$ cat src/sv/rcs_pkg.sv
`timescale 1ns / 1ps
package rcs_pkg;

   localparam int PIX_W     = 8;
   localparam int NUM_W     = 2 * PIX_W;
   localparam int LANES     = 3;
   localparam int QUOT_BITS = PIX_W;
   localparam int CNT_W     = $clog2(QUOT_BITS);

   localparam logic [PIX_W-1:0] FULL_SCALE = 8'd255;
   localparam logic [PIX_W-1:0] MIN_RESET  = 8'd255;
   localparam logic [PIX_W-1:0] MAX_RESET  = 8'd0;

   // channel order inside a lane array
   localparam int CH_BLUE  = 0;
   localparam int CH_GREEN = 1;
   localparam int CH_RED   = 2;

   localparam logic REQ_MEASURE = 1'b0;
   localparam logic REQ_APPLY   = 1'b1;

   typedef struct packed {
      logic             req_type;
      logic             frame_start;
      logic [PIX_W-1:0] blue_in;
      logic [PIX_W-1:0] green_in;
      logic [PIX_W-1:0] red_in;
   } req_type;

   typedef struct packed {
      logic [PIX_W-1:0] blue_out;
      logic [PIX_W-1:0] green_out;
      logic [PIX_W-1:0] red_out;
   } rsp_type;

   // one division job for one channel: num = (clamped x - min) * 255, den = max - min
   typedef struct packed {
      logic [NUM_W-1:0] num;
      logic [PIX_W-1:0] den;
   } lane_type;

   typedef lane_type [LANES-1:0] job_type;

endpackage

$ cat src/sv/rcs_front.sv
`timescale 1ns / 1ps
module rcs_front (
   input  logic            clock,
   input  logic            reset,
   input  logic            req_valid,
   output logic            req_ready,
   input  rcs_pkg::req_type req_data,
   output logic            push,
   output rcs_pkg::job_type job,
   input  logic            queue_full
);

   localparam int W = rcs_pkg::PIX_W;

   logic [W-1:0] lo_ff [rcs_pkg::LANES];
   logic [W-1:0] lo_in [rcs_pkg::LANES];
   logic [W-1:0] hi_ff [rcs_pkg::LANES];
   logic [W-1:0] hi_in [rcs_pkg::LANES];
   logic [W-1:0] px    [rcs_pkg::LANES];
   logic         accept;

   assign req_ready = !queue_full;
   assign accept    = req_valid && req_ready;
   assign push      = accept && (req_data.req_type == rcs_pkg::REQ_APPLY);

   assign px[rcs_pkg::CH_BLUE]  = req_data.blue_in;
   assign px[rcs_pkg::CH_GREEN] = req_data.green_in;
   assign px[rcs_pkg::CH_RED]   = req_data.red_in;

   always_comb begin
      logic [W-1:0] base_lo;
      logic [W-1:0] base_hi;
      logic [W-1:0] v;
      logic [W-1:0] d;
      for (int i = 0; i < rcs_pkg::LANES; i++) begin
         // track: frame start restarts from the reset values
         base_lo  = req_data.frame_start ? rcs_pkg::MIN_RESET : lo_ff[i];
         base_hi  = req_data.frame_start ? rcs_pkg::MAX_RESET : hi_ff[i];
         lo_in[i] = (px[i] < base_lo) ? px[i] : base_lo;
         hi_in[i] = (px[i] > base_hi) ? px[i] : base_hi;

         // apply: clamp, offset, scale by 255 as (d << 8) - d
         v = (px[i] < lo_ff[i]) ? lo_ff[i] : ((px[i] > hi_ff[i]) ? hi_ff[i] : px[i]);
         d = v - lo_ff[i];
         if (hi_ff[i] > lo_ff[i]) begin
            job[i].num = {d, {W{1'b0}}} - {{W{1'b0}}, d};
            job[i].den = hi_ff[i] - lo_ff[i];
         end else begin
            job[i].num = '0;
            job[i].den = '0;
         end
      end
   end

   always_ff @(posedge clock) begin
      if (reset) begin
         for (int i = 0; i < rcs_pkg::LANES; i++) begin
            lo_ff[i] <= rcs_pkg::MIN_RESET;
            hi_ff[i] <= rcs_pkg::MAX_RESET;
         end
      end else if (accept && (req_data.req_type == rcs_pkg::REQ_MEASURE)) begin
         for (int i = 0; i < rcs_pkg::LANES; i++) begin
            lo_ff[i] <= lo_in[i];
            hi_ff[i] <= hi_in[i];
         end
      end
   end

endmodule

$ cat src/sv/rcs_queue.sv
`timescale 1ns / 1ps
module rcs_queue #(
   parameter int DEPTH = 2
) (
   input  logic             clock,
   input  logic             reset,
   input  logic             push,
   input  rcs_pkg::job_type push_data,
   output logic             full,
   input  logic             pop,
   output rcs_pkg::job_type pop_data,
   output logic             empty
);

   localparam int PW = (DEPTH > 1) ? $clog2(DEPTH) : 1;
   localparam int CW = $clog2(DEPTH + 1);

   rcs_pkg::job_type mem_ff [DEPTH];
   logic [PW-1:0]    wr_ptr_ff;
   logic [PW-1:0]    wr_ptr_in;
   logic [PW-1:0]    rd_ptr_ff;
   logic [PW-1:0]    rd_ptr_in;
   logic [CW-1:0]    count_ff;
   logic [CW-1:0]    count_in;
   logic             do_push;
   logic             do_pop;

   assign full     = (count_ff == CW'(DEPTH));
   assign empty    = (count_ff == '0);
   assign do_push  = push && !full;
   assign do_pop   = pop && !empty;
   assign pop_data = mem_ff[rd_ptr_ff];

   always_comb begin
      wr_ptr_in = wr_ptr_ff;
      rd_ptr_in = rd_ptr_ff;
      count_in  = count_ff;
      if (do_push) begin
         wr_ptr_in = (wr_ptr_ff == PW'(DEPTH - 1)) ? '0 : wr_ptr_ff + 1'b1;
      end
      if (do_pop) begin
         rd_ptr_in = (rd_ptr_ff == PW'(DEPTH - 1)) ? '0 : rd_ptr_ff + 1'b1;
      end
      if (do_push && !do_pop) begin
         count_in = count_ff + 1'b1;
      end else if (do_pop && !do_push) begin
         count_in = count_ff - 1'b1;
      end
   end

   always_ff @(posedge clock) begin
      if (reset) begin
         wr_ptr_ff <= '0;
         rd_ptr_ff <= '0;
         count_ff  <= '0;
      end else begin
         wr_ptr_ff <= wr_ptr_in;
         rd_ptr_ff <= rd_ptr_in;
         count_ff  <= count_in;
      end
   end

   always_ff @(posedge clock) begin
      if (do_push) begin
         mem_ff[wr_ptr_ff] <= push_data;
      end
   end

endmodule

$ cat src/sv/rcs_back.sv
`timescale 1ns / 1ps
module rcs_back (
   input  logic             clock,
   input  logic             reset,
   input  logic             job_empty,
   input  rcs_pkg::job_type job,
   output logic             pop,
   output logic             rsp_valid,
   input  logic             rsp_ready,
   output rcs_pkg::rsp_type rsp_data
);

   localparam int W = rcs_pkg::PIX_W;

   localparam logic ST_IDLE = 1'b0;
   localparam logic ST_DIV  = 1'b1;

   logic                     state_ff;
   logic                     state_in;
   logic [rcs_pkg::CNT_W-1:0] cnt_ff;
   logic [rcs_pkg::CNT_W-1:0] cnt_in;
   logic [W-1:0]             rem_ff  [rcs_pkg::LANES];
   logic [W-1:0]             rem_in  [rcs_pkg::LANES];
   logic [W-1:0]             low_ff  [rcs_pkg::LANES];
   logic [W-1:0]             low_in  [rcs_pkg::LANES];
   logic [W-1:0]             den_ff  [rcs_pkg::LANES];
   logic [W-1:0]             quot    [rcs_pkg::LANES];
   logic                     rsp_valid_ff;
   logic                     rsp_valid_in;
   rcs_pkg::rsp_type         rsp_data_ff;
   logic                     out_free;
   logic                     last;
   logic                     step;
   logic                     finish;

   assign out_free = !rsp_valid_ff || rsp_ready;
   assign last     = (cnt_ff == rcs_pkg::CNT_W'(rcs_pkg::QUOT_BITS - 1));
   assign pop      = (state_ff == ST_IDLE) && !job_empty;
   // hold the last step until the output register is free
   assign step     = (state_ff == ST_DIV) && (!last || out_free);
   assign finish   = step && last;

   // one restoring quotient bit per lane per cycle while dividing; the last step waits for a free output register
   always_comb begin
      logic [W:0] t;
      logic       ge;
      for (int i = 0; i < rcs_pkg::LANES; i++) begin
         t         = {rem_ff[i], low_ff[i][W-1]};
         ge        = (t >= {1'b0, den_ff[i]});
         rem_in[i] = ge ? W'(t - {1'b0, den_ff[i]}) : t[W-1:0];
         low_in[i] = {low_ff[i][W-2:0], ge};
         quot[i]   = (den_ff[i] == '0) ? '0 : low_in[i];
      end
   end

   always_comb begin
      state_in     = state_ff;
      cnt_in       = cnt_ff;
      rsp_valid_in = rsp_valid_ff && !rsp_ready;
      case (state_ff)
         ST_IDLE: begin
            if (pop) begin
               state_in = ST_DIV;
               cnt_in   = '0;
            end
         end
         ST_DIV: begin
            if (step) begin
               cnt_in = cnt_ff + 1'b1;
            end
            if (finish) begin
               state_in     = ST_IDLE;
               rsp_valid_in = 1'b1;
            end
         end
         default: begin
            state_in = ST_IDLE;
         end
      endcase
   end

   always_ff @(posedge clock) begin
      if (reset) begin
         state_ff     <= ST_IDLE;
         cnt_ff       <= '0;
         rsp_valid_ff <= 1'b0;
      end else begin
         state_ff     <= state_in;
         cnt_ff       <= cnt_in;
         rsp_valid_ff <= rsp_valid_in;
      end
   end

   always_ff @(posedge clock) begin
      if (pop) begin
         for (int i = 0; i < rcs_pkg::LANES; i++) begin
            rem_ff[i] <= job[i].num[rcs_pkg::NUM_W-1:W];
            low_ff[i] <= job[i].num[W-1:0];
            den_ff[i] <= job[i].den;
         end
      end else if (step) begin
         for (int i = 0; i < rcs_pkg::LANES; i++) begin
            rem_ff[i] <= rem_in[i];
            low_ff[i] <= low_in[i];
         end
      end
      if (finish) begin
         rsp_data_ff.blue_out  <= quot[rcs_pkg::CH_BLUE];
         rsp_data_ff.green_out <= quot[rcs_pkg::CH_GREEN];
         rsp_data_ff.red_out   <= quot[rcs_pkg::CH_RED];
      end
   end

   assign rsp_valid = rsp_valid_ff;
   assign rsp_data  = rsp_data_ff;

endmodule

$ cat src/sv/rgb_contrast_stretch.sv
`timescale 1ns / 1ps
// Per-channel min-max contrast stretch for BGR pixels, two passes per frame.
// Input channel req_valid/req_ready/req_data carries items; req_type selects
// measure (update running min/max of blue, green, red, no result; frame_start
// restarts the trackers first) or apply (one stretched pixel on rsp_*).
// Each apply channel gives (clamp(x) - min) * 255 / (max - min), 0 when the
// range is empty or zero.
// Measure items are taken one per cycle while the job queue has room.
// An apply item is queued in the cycle it is accepted; the back end pops it
// when idle and runs three 8-step restoring dividers in parallel, one
// quotient bit per cycle except that the last step waits for a free output
// register, and it takes the next queued item only after the result is
// registered for rsp_valid.
// Reset (synchronous, active high) sets min to 255 and max to 0 in every
// channel and empties the queue and the output register.
// When the receiver stalls, the result waits in the output register, the
// dividers hold their last step, and the queue fills; req_ready drops only
// when the queue is full.
module rgb_contrast_stretch #(
   parameter int QUEUE_DEPTH = 2
) (
   input  logic             clock,
   input  logic             reset,
   input  logic             req_valid,
   output logic             req_ready,
   input  rcs_pkg::req_type req_data,
   output logic             rsp_valid,
   input  logic             rsp_ready,
   output rcs_pkg::rsp_type rsp_data
);

   // front to queue
   logic             push;
   rcs_pkg::job_type push_job;
   logic             queue_full;

   // queue to back
   logic             pop;
   rcs_pkg::job_type pop_job;
   logic             queue_empty;

   // classify items, track min/max, build divider jobs
   rcs_front u_front (
      .clock      (clock),
      .reset      (reset),
      .req_valid  (req_valid),
      .req_ready  (req_ready),
      .req_data   (req_data),
      .push       (push),
      .job        (push_job),
      .queue_full (queue_full)
   );

   // decouple the front from the dividers
   rcs_queue #(
      .DEPTH (QUEUE_DEPTH)
   ) u_queue (
      .clock     (clock),
      .reset     (reset),
      .push      (push),
      .push_data (push_job),
      .full      (queue_full),
      .pop       (pop),
      .pop_data  (pop_job),
      .empty     (queue_empty)
   );

   // divide and register the result pixel
   rcs_back u_back (
      .clock     (clock),
      .reset     (reset),
      .job_empty (queue_empty),
      .job       (pop_job),
      .pop       (pop),
      .rsp_valid (rsp_valid),
      .rsp_ready (rsp_ready),
      .rsp_data  (rsp_data)
   );

endmodule

$ cat config.mk
export PLATFORM = sky130hd
export DESIGN_NAME = rgb_contrast_stretch
export DESIGN_NICKNAME = d
export VERILOG_FILES = /design/src/sv/rcs_pkg.sv /design/src/sv/rcs_front.sv /design/src/sv/rcs_queue.sv /design/src/sv/rcs_back.sv /design/src/sv/rgb_contrast_stretch.sv
export SDC_FILE = /design/constraint.sdc
export NUM_CORES = 1
export LEC_CHECK = 0
export CAP_MARGIN = 0
export CORE_MARGIN = 4
export CORE_UTILIZATION = 49
export CTS_CLUSTER_DIAMETER = 100
export DETAILED_ROUTE_END_ITERATION = 12
export DONT_BUFFER_PORTS = 1
export GPL_TIMING_DRIVEN = 0
export PLACE_DENSITY = 0.66
export SYNTH_ARGS = -nofsm -noshare
export SYNTH_HDL_FRONTEND = slang
export SYNTH_SLANG_ARGS = --single-unit
$ cat constraint.sdc
create_clock -name clock -period 5 [get_ports clock]
set_clock_uncertainty 0.05 [all_clocks]
set_input_delay 0.75 -clock clock [delete_from_list [all_inputs] [get_ports clock]]
set_output_delay 0.75 -clock clock [all_outputs]
set_load 0.01 [all_outputs]
# After elaboration in Yosys (flattened, before gate mapping)
# Memories as Yosys holds them, arrays and structs flattened. A register that Yosys moved wholly into a read port is not among the register bits.
# Cells that the tools add are included.
[totals]
register_bits = 33
ramBits = 264
mem_count = 6
out_inout_bits = 26
in_bits = 30
word_cells = 155
[classes]
bitwise = 14
n_mux = 61
eq_ne = 4
n_addsub = 17
magnitude_cmp = 18
n_reduce_logical = 26
[memory_table]
columns = ["memory", "depth", "width", "rd", "rd_ports_with_merged_regs", "wr", "line_no", "text"]
rows = [
  ["u_queue.mem_ff", 2, 72, 1, 1, 1, "rcs_queue.sv:18", "rcs_pkg::job_type mem_ff [DEPTH];"],
  ["u_back.den_ff", 3, 8, 3, 0, 3, "rcs_back.sv:26", "logic [W-1:0] den_ff [rcs_pkg::LANES];"],
  ["u_back.low_ff", 3, 8, 3, 0, 3, "rcs_back.sv:24", "logic [W-1:0] low_ff [rcs_pkg::LANES];"],
  ["u_back.rem_ff", 3, 8, 3, 0, 3, "rcs_back.sv:22", "logic [W-1:0] rem_ff [rcs_pkg::LANES];"],
  ["u_front.hi_ff", 3, 8, 3, 0, 3, "rcs_front.sv:17", "logic [W-1:0] hi_ff [rcs_pkg::LANES];"],
  ["u_front.lo_ff", 3, 8, 3, 0, 3, "rcs_front.sv:15", "logic [W-1:0] lo_ff [rcs_pkg::LANES];"],
]
[ops]
columns = ["cell", "count"]
rows = [
  ["$mux W8", 33],
  ["$gt A8 B8 Y1", 9],
  ["$mux W24", 3],
  ["$sub A8 B8 Y8", 9],
  ["$lt A8 B8 Y1", 6],
  ["$sub A16 B8 Y16", 3],
  ["$ge A9 B8 Y1", 3],
  ["$logic_not A8 Y1", 3],
  ["$mux W1", 19],
  ["$or A1 B1 Y1", 12],
  ["$logic_and A1 B1 Y1", 11],
  ["$logic_not A1 Y1", 7],
  ["$mux W3", 2],
  ["$pmux W3 S2", 1],
  ["$mux W2", 2],
  ["$ne A2 B2 Y1 const B", 2],
  ["$add A3 B1 Y3 const B", 1],
  ["$eq A3 B3 Y1 const B", 1],
  ["$add A1 B1 Y1 const B", 2],
  ["$add A2 B1 Y2 const B", 1],
  ["$eq A2 B2 Y1 const B", 1],
  ["$logic_not A2 Y1", 1],
  ["$logic_or A1 B1 Y1", 2],
  ["$not A1 Y1", 2],
  ["4 further kinds", 4],
]

# Longest topological paths before layout
# Gate-level depths: netlist of the first run.
[depth]
depth_word = 9
mapped_depth = 21
depth_no_buf = 21

# Modules after synthesis
# Synthesis of the first run repeated with hierarchy kept, for this count alone.
[unflattened]
cells_unflattened = 1815
area_unflattened_um2 = 19118.3
[modules_own_cells]
columns = ["module", "cells_each", "area_per_inst_um2", "instances", "seq_area_each_um2"]
rows = [
  ["rcs_front", 1098, 8515.7, 1, 1441.4],
  ["rcs_queue", 249, 5392.7, 1, 4424.2],
  ["rcs_back", 468, 5210.0, 1, 2982.9],
]

# Least setup slack after synthesis of the first run
# No wires, ideal clock.
[synth_timing]
path_type = "input port to flip-flop"
start = "input req_data[17] in the netlist's numbering"
end = "memory u_queue.mem_ff[0][16] in the netlist's numbering (data pin)"
cell_stages = 19
slack_ps = -24
path_buffers = 1
setup_ps = 147
required_time_ps = 4803
arrival_ps = 4828
path_cell_list = "ha_1 nor2b_1 o211ai_1 a21boi_0 nor2_1 clkbuf_1 a21oi_1 o21ai_0 ha_1 xor2_1 ha_1 or3b_1 a2111oi_2 a31oi_1 a21o_1 nor2_4 or4b_4 a21o_1 a21oi_2"
[synth_rtl]
columns = ["item", "line_no", "text"]
rows = [
  ["from (decl)", "rgb_contrast_stretch.sv:26", "input rcs_pkg::req_type req_data,"],
  ["to (decl)", "rcs_queue.sv:18", ""],
]

==> results of run 1 <==
[per-layer routing]
metal / global-route usage [%] / vias to the layer above / part of all wire [%]
met5: 0 / - / 0
met4: 5.49 / 0 / 2.2
met3: 2.26 / 68 / 3.5
met2: 32.6 / 261 / 47
met1: 28.4 / 6313 / 48
li1: - / 6649 / -
[per-stage QoR]
step | area, µm² | setup slack, ns | hold WS, ns | power, mW | std cells
floorplan | 18800 | 0.0600 | 0.402 | 6.38 | 1779
global placement | 19400 | -1.42 | 0.409 | 7.19 | 2290
detailed placement | 19600 | -0.622 | 0.422 | 7.31 | 2297
CTS | 20800 | 0.00248 | 0.403 | 9.86 | 2363
global route | 21100 | -0.123 | 0.438 | 10.5 | 2378
finish | 21100 | 0.109 | 0.422 | 9.85 | 2378
[cell families (layout without fill, tap and decap cells)]
| group | Yosys count | in the layout | synth area share [%] |
|---|---|---|---|
| buffers and inverters | 175 | 263 | 3.70 |
| and+or+nand+nor | 559 | 559 | 15.0 |
| AOI/OAI and AO/OA | 415 | 415 | 13.9 |
| muxes | 100 | 100 | 5.65 |
| adders and majority gates | 174 | 174 | 11.8 |
| DFF | 298 | 298 | 47.2 |
| xor gates and xnor gates | 58 | 58 | 2.79 |
[what timing repair did]
| item | 4_1_cts | 5_1_grt |
|---|---|---|
| endpoints found under the setup margin | 19 | 52 |
| resized for setup | 12 | 48 |
| buffers inserted | 4 | 16 |
| pin swaps | 3 | 7 |
[flip-flops by register name, indices dropped and copies added, names as in the netlist, 2 cells and up, named ones only]
name / cells
u_front.lo_ff: 24
u_back.rsp_data: 24
u_back.rem_ff: 24
u_queue.mem_ff: 144
u_back.cnt_ff: 3
u_front.hi_ff: 24
u_queue.count_ff: 2
u_back.den_ff: 24
u_back.low_ff: 24
[layout by cell type, fill, tap and decap left out, drive strengths merged, types with 7 or more instances in the layout]
cell type	count
edfxtp	288
ha	168
nor2	164
a21oi	144
inv	117
nand2	116
clkbuf	89
o21ai	85
mux2i	53
mux2	47
nor2b	45
nand2b	43
and2	43
nor3	40
o21a	39
buf	37
a21o	34
a211oi	34
xnor2	31
xor2	26
nand3	23
nand4	16
nor3b	15
o211ai	15
clkinv	14
nor4	13
a31oi	13
dfxtp	10
or2	9
o31a	7
and3	7
o21bai	7
or3	7
[path summary, 6_finish.rpt]
path / slack, ns / depth (start not counted) / to
worst max register to register: 0.11 / 21 / u_queue.mem_ff[0][16]
worst min-delay path: 0.42 / 2 / u_back.cnt_ff[1]
worst min register to register: 0.42 / 2 / u_back.cnt_ff[1]
worst max-delay path: 0.11 / 21 / u_queue.mem_ff[0][16]
[final cells by class]
class	count	share of cell area, %
clock inverters	21	0.933
multi-input cells	1306	44.8
flip-flops and latches	298	42.0
well taps	511	3.04
plain buffers	58	1.28
clock buffers	41	4.47
repair buffers	27	1.35
inverters	116	2.07
[worst max-delay path, delay by kind of cell (launching register included)]
family	cells	cell delay (ns)
xor gates and xnor gates	1	0.21
and+or+nand+nor	7	1.37
adders and majority gates	3	0.69
buffers and inverters	2	0.26
AOI/OAI and AO/OA	8	1.69
DFF	1	0.43
[power by group through the flow]
stage                     clock [mW]  sequential, mW  combinational [mW]
final                           2.50            3.68                3.67
after global routing            2.67            3.72                4.11
after CTS                       2.56            3.68                3.62
after detailed placement           0            3.73                3.58
after global placement             0            3.76                3.43
after floorplan                    0            3.66                2.73
==> reports/qor.txt, run 1 <==
initial drt markers: 849
Post-synth EDFFs: 288
Die H: 204 µm
Commonest cells post-synth: edfxtp_1, ha_1, nor2_1
GRT Residual Overflow: 0
CTS tree: yes
initial antenna violation count: 0
Initial Util: 49.8%
Clk Tree Root Cell: clkbuf_16
cells after synthesis: 1779
core area: 37700 µm²
clock insertion delay at the later pin of the skew report: 0.52 ns
synthesized net count: 1983
Avg WL per Cell: 17.9 µm
Ys Warns: 0
CTS Buffer Depth: 3
P&R area growth vs syn: 12.3%
Synth top area share: 46.1%
pwr dens: 468 nW/µm²
Post-DRT Antenna Nets: 0
hpwl dp: 32000 µm
RePlAce Congestion: 0.895
Max Cap Violations: 0
synthesized cell area: 18800 µm²
CP Data Arrival Time: 5.18 ns
fillers: 3209
switching power: 3.41 mW
DRC: 0
flip-flop and latch area: 8850 µm²
fin. max-slew vios: 0
setup violators final: 0
# port buffers: 0
die area: 41500 µm²
Fin. Hold Viols: 0
largest net degree at the start of global routing: 33
final core utilization: 55.9%
asr flop ratio synth: 0%
Synth area leader: edfxtp_1
H-tree lvl count: 2
Setup Crit Path Kind: register to register
Avg Cell Area, Syn: 10.5 µm²
most common cell in the netlist: edfxtp_1
synth unique cells: 76
critical-path cell list: inv_1, ha_1, nand4_1, nor2b_1, a21boi_2, nor2_2, buf_4, a21oi_1, nor2_1, a21oi_2, ha_4, xor2_4, ha_4, or3b_4, a2111oi_4, a31oi_4, a21o_1, nor2_4, or4b_4, a21o_1, a21oi_4
sequential cell fraction of total power: 37.3%
worst r2r src: u_front.hi_ff[0][4]
critical path peak fanout: 10
outcome: complete, no violations
total number of vias: 13.3k
GR Util All Layers: 20.0%
Comb power frac: 37.3%
VDD IR max: 0.265 mV
Main synth FF type: edfxtp_1
top cells by area, synth: edfxtp_1, ha_1, a21oi_1, nor2_1, mux2i_1
Multi-input gate area: 9440 µm²
Clk pin slew, worst setup/hold paths: 0.06 ns
antenna diode instance count: 0
final WL: 42600 µm
Worst Setup End Kind: register
min Tclk post-route: 4.89 ns
worst setup path start: u_front.hi_ff[0][4]
vias in the first global route: 12.8k
fraction of the cycle the final worst path needs: 97.8%
first-pass GRT wire length: 67200 µm
CTS sink count: 298
cts hold-fix bufs: 0
Critical Path RT: 5.28 ns
setup TNS: 0 ns
layout cells sized above 1: 10.4%
Setup crit start kind: register
Net Sw Frac: 34.7%
Max Fclk: 204 MHz
hold path start: u_back.cnt_ff[1]
slowest CP cell: or4b_4
register area share after synthesis: 47.2%
row count: 71
Yosys reg bits: 298
Die X: 204 µm
Clk pwr share: 25.4%
vias per cell: 5.59
Leak: 8.19 nW
Worst path max stage delay: 0.49 ns
nets: 2046
Worst-Margin Slew: 1.02 ns
number of iterations in the first detailed-routing pass: 4
HP Class: register to register
Max-slew headroom: 31.3%
Num CTS Buffers: 35
cell-internal power: 6.44 mW
Ports: 56
Note: power is estimated with default switching activity, not from simulation.
==> run 2: changes to the inputs <==
--- a/config.mk
+++ b/config.mk
@@ -6,13 +6,15 @@
 export NUM_CORES = 1
 export LEC_CHECK = 0
 export CAP_MARGIN = 0
+export CELL_PAD_IN_SITES_DETAIL_PLACEMENT = 1
+export CELL_PAD_IN_SITES_GLOBAL_PLACEMENT = 2
 export CORE_MARGIN = 4
-export CORE_UTILIZATION = 49
+export CORE_UTILIZATION = 39
 export CTS_CLUSTER_DIAMETER = 100
 export DETAILED_ROUTE_END_ITERATION = 12
 export DONT_BUFFER_PORTS = 1
 export GPL_TIMING_DRIVEN = 0
-export PLACE_DENSITY = 0.66
+export PLACE_DENSITY = 0.77
 export SYNTH_ARGS = -nofsm -noshare
 export SYNTH_HDL_FRONTEND = slang
 export SYNTH_SLANG_ARGS = --single-unit
==> reports/qor.txt, run 2 (same netlist as run 1, synthesis figures left out) <==
hold slack: 0.390 ns (was 0.422 ns)
Initial Util: 39.4% (was 49.8%)
setup violators final: 0 (unchanged)
sequential cell fraction of total power: 36.5% (was 37.3%)
Max Fclk: 203 MHz (was 204 MHz)
Largest register FFs: 144 (unchanged)
H-tree lvl count: 2 (unchanged)
hold path start: req_data[16] (was u_back.cnt_ff[1])
Setup crit start kind: register (unchanged)
# port buffers: 0 (unchanged)
largest net degree at the start of global routing: 34 (was 33)
Fin. Hold Viols: 0 (unchanged)
Ports: 56 (unchanged)
Net Sw Frac: 36.1% (was 34.7%)
Clk pin slew, worst setup/hold paths: 0.06 ns (about the same)
fraction of the cycle the final worst path needs: 98.5% (was 97.8%)
DRC: 0 (unchanged)
Max-slew headroom: 20.4% (was 31.3%)
Setup Crit Path Kind: register to register (unchanged)
Hold Path Cell Cnt: 2 (unchanged)
HP Class: input pin to register (was register to register)
P&R area growth vs syn: 13.6% (was 12.3%)
outcome: complete, no violations (unchanged)
CTS Buffer Depth: 3 (unchanged)
R2R Setup Slk: 0.08 ns (was 0.11 ns)
R2R cell count: 21 (unchanged)
Worst Setup End Kind: register (unchanged)
hpwl dp: 38100 µm (was 32000 µm)
Post-DRT Antenna Nets: 0 (unchanged)
cell-internal power: 6.44 mW (about the same)
Worst Setup EP: u_queue.mem_ff[0][16] (unchanged)
antenna diode instance count: 0 (unchanged)
non-filler cells, final: 2497 (was 2378)
GRT Residual Overflow: 0 (unchanged)
number of iterations in the first detailed-routing pass: 5 (was 4)
clock insertion delay at the later pin of the skew report: 0.57 ns (was 0.52 ns)
core area: 47600 µm² (was 37700 µm²)
worst setup path start: u_front.hi_ff[0][1] (was u_front.hi_ff[0][4])
Max Cap Violations: 0 (unchanged)
setup TNS: 0 ns (unchanged)
final WL: 50000 µm (was 42600 µm)
die area: 51700 µm² (was 41500 µm²)
vias in the first global route: 14.3k (was 12.8k)
Placed Instances: 2401 (was 2297)
Leak: 8.26 nW (was 8.19 nW)
nets: 2056 (was 2046)
pwr dens: 473 nW/µm² (was 468 nW/µm²)
Worst-Margin Slew: 1.19 ns (was 1.02 ns)
total number of vias: 13.4k (was 13.3k)
worst r2r src: u_front.hi_ff[0][1] (was u_front.hi_ff[0][4])
Critical Path RT: 5.33 ns (was 5.28 ns)
most common cell after layout, fill and taps aside: edfxtp_1 (unchanged)
row count: 80 (was 71)
RR Endpoint: u_queue.mem_ff[0][16] (unchanged)
Clk pwr share: 25.6% (was 25.4%)
layout cells sized above 1: 11.5% (was 10.4%)
Comb power frac: 37.9% (was 37.3%)
fin. max-slew vios: 0 (unchanged)
Die H: 227 µm (was 204 µm)
fillers: 5236 (was 3209)
switching power: 3.64 mW (was 3.41 mW)
commonest non-fill, non-tap cells in the layout: edfxtp_1, ha_1, nor2_1 (unchanged)
Num CTS Buffers: 38 (was 35)
final core utilization: 44.7% (was 55.9%)
total power: 10.1 mW (was 9.85 mW)
initial antenna violation count: 0 (unchanged)
RePlAce Congestion: 0.814 (was 0.895)
Avg WL per Cell: 20.0 µm (was 17.9 µm)
VDD IR max: 0.230 mV (was 0.265 mV)
CTS tree: yes (unchanged)
min Tclk post-route: 4.92 ns (was 4.89 ns)
first-pass GRT wire length: 79500 µm (was 67200 µm)
initial drt markers: 590 (was 849)
vias per cell: 5.37 (was 5.59)
Clk Tree Root Cell: clkbuf_16 (unchanged)
Die X: 227 µm (was 204 µm)
GR Util All Layers: 19.6% (was 20.0%)
CTS sink count: 298 (unchanged)
most flop-heavy register: u_queue.mem_ff (unchanged)
critical path peak fanout: 5 (was 10)
CP Data Arrival Time: 5.25 ns (was 5.18 ns)
[run 2: timing repair]
action / in CTS / in global routing
gates cloned: 0 / 0
pin swaps: 3 / 15
buffers inserted: 7 / 20
resized for setup: 25 / 47
endpoints found under the setup margin: 50 / 50
hold buffers: 0 / 0
[run 2: through the flow]
stage	cell area (µm²)	setup slack, ns
floorplan	18800	0.0600
global placement	19500	-1.63
detailed placement	19700	-0.805
CTS	21000	0.0191
global route	21300	-0.0556
finish	21300	0.0751
[run 2: final cells by class]
cell class,instances,area [µm²],share of cell area (%)
Multi-Input combinational cell,1306,9460,44.4
Sequential cell,298,8850,41.5
Clock buffer,47,995,4.67
Tap cell,615,769,3.61
Inverter,116,435,2.04
Timing Repair Buffer,34,342,1.60
Buffer,58,279,1.31
Clock inverter,23,175,0.822
[run 2: how the worst min path moves through the flow]
stage	to	slack, ns
global route	u_front.hi_ff[0][23]	0.40
finish	u_front.hi_ff[0][0]	0.39
global placement	u_back.cnt_ff[1]	0.41
CTS	u_front.hi_ff[0][0]	0.36
detailed placement	u_back.cnt_ff[2]	0.42
floorplan	u_back.cnt_ff[1]	0.40
[run 2: power groups by stage]
| stage | combinational (mW) | clock, mW | sequential (mW) |
|---|---|---|---|
| after floorplan | 2.73 | 0 | 3.66 |
| after CTS | 3.80 | 2.66 | 3.69 |
| after global routing | 4.33 | 2.78 | 3.73 |
| final | 3.82 | 2.58 | 3.68 |
| after detailed placement | 3.74 | 0 | 3.74 |
| after global placement | 3.57 | 0 | 3.77 |
[run 2: worst max-delay path: stages (launching register included)]
cell,delay [ns]
edfxtp_1,0.40
inv_2,0.09
ha_1,0.23
nor2b_1,0.13
o211ai_1,0.29
a21boi_4,0.11
nor2_4,0.14
buf_6,0.13
nor2_1,0.04
a21oi_1,0.13
o21ai_1,0.10
ha_1,0.34
xor2_2,0.26
ha_4,0.20
or3b_4,0.39
a2111oi_4,0.42
a31oi_4,0.07
a21o_4,0.24
nor2_4,0.08
or4b_4,0.49
a21o_1,0.19
a21oi_2,0.23
[run 2: metal layers]
| layer | track usage [%] | routed length (µm) | up-vias |
|---|---|---|---|
| li1 | - | - | 6663 |
| met1 | 26.5 | 23600 | 6519 |
| met2 | 33.4 | 24200 | 163 |
| met3 | 2.42 | 1250 | 67 |
| met4 | 5.17 | 1070 | 0 |
| met5 | 0 | 0 | - |
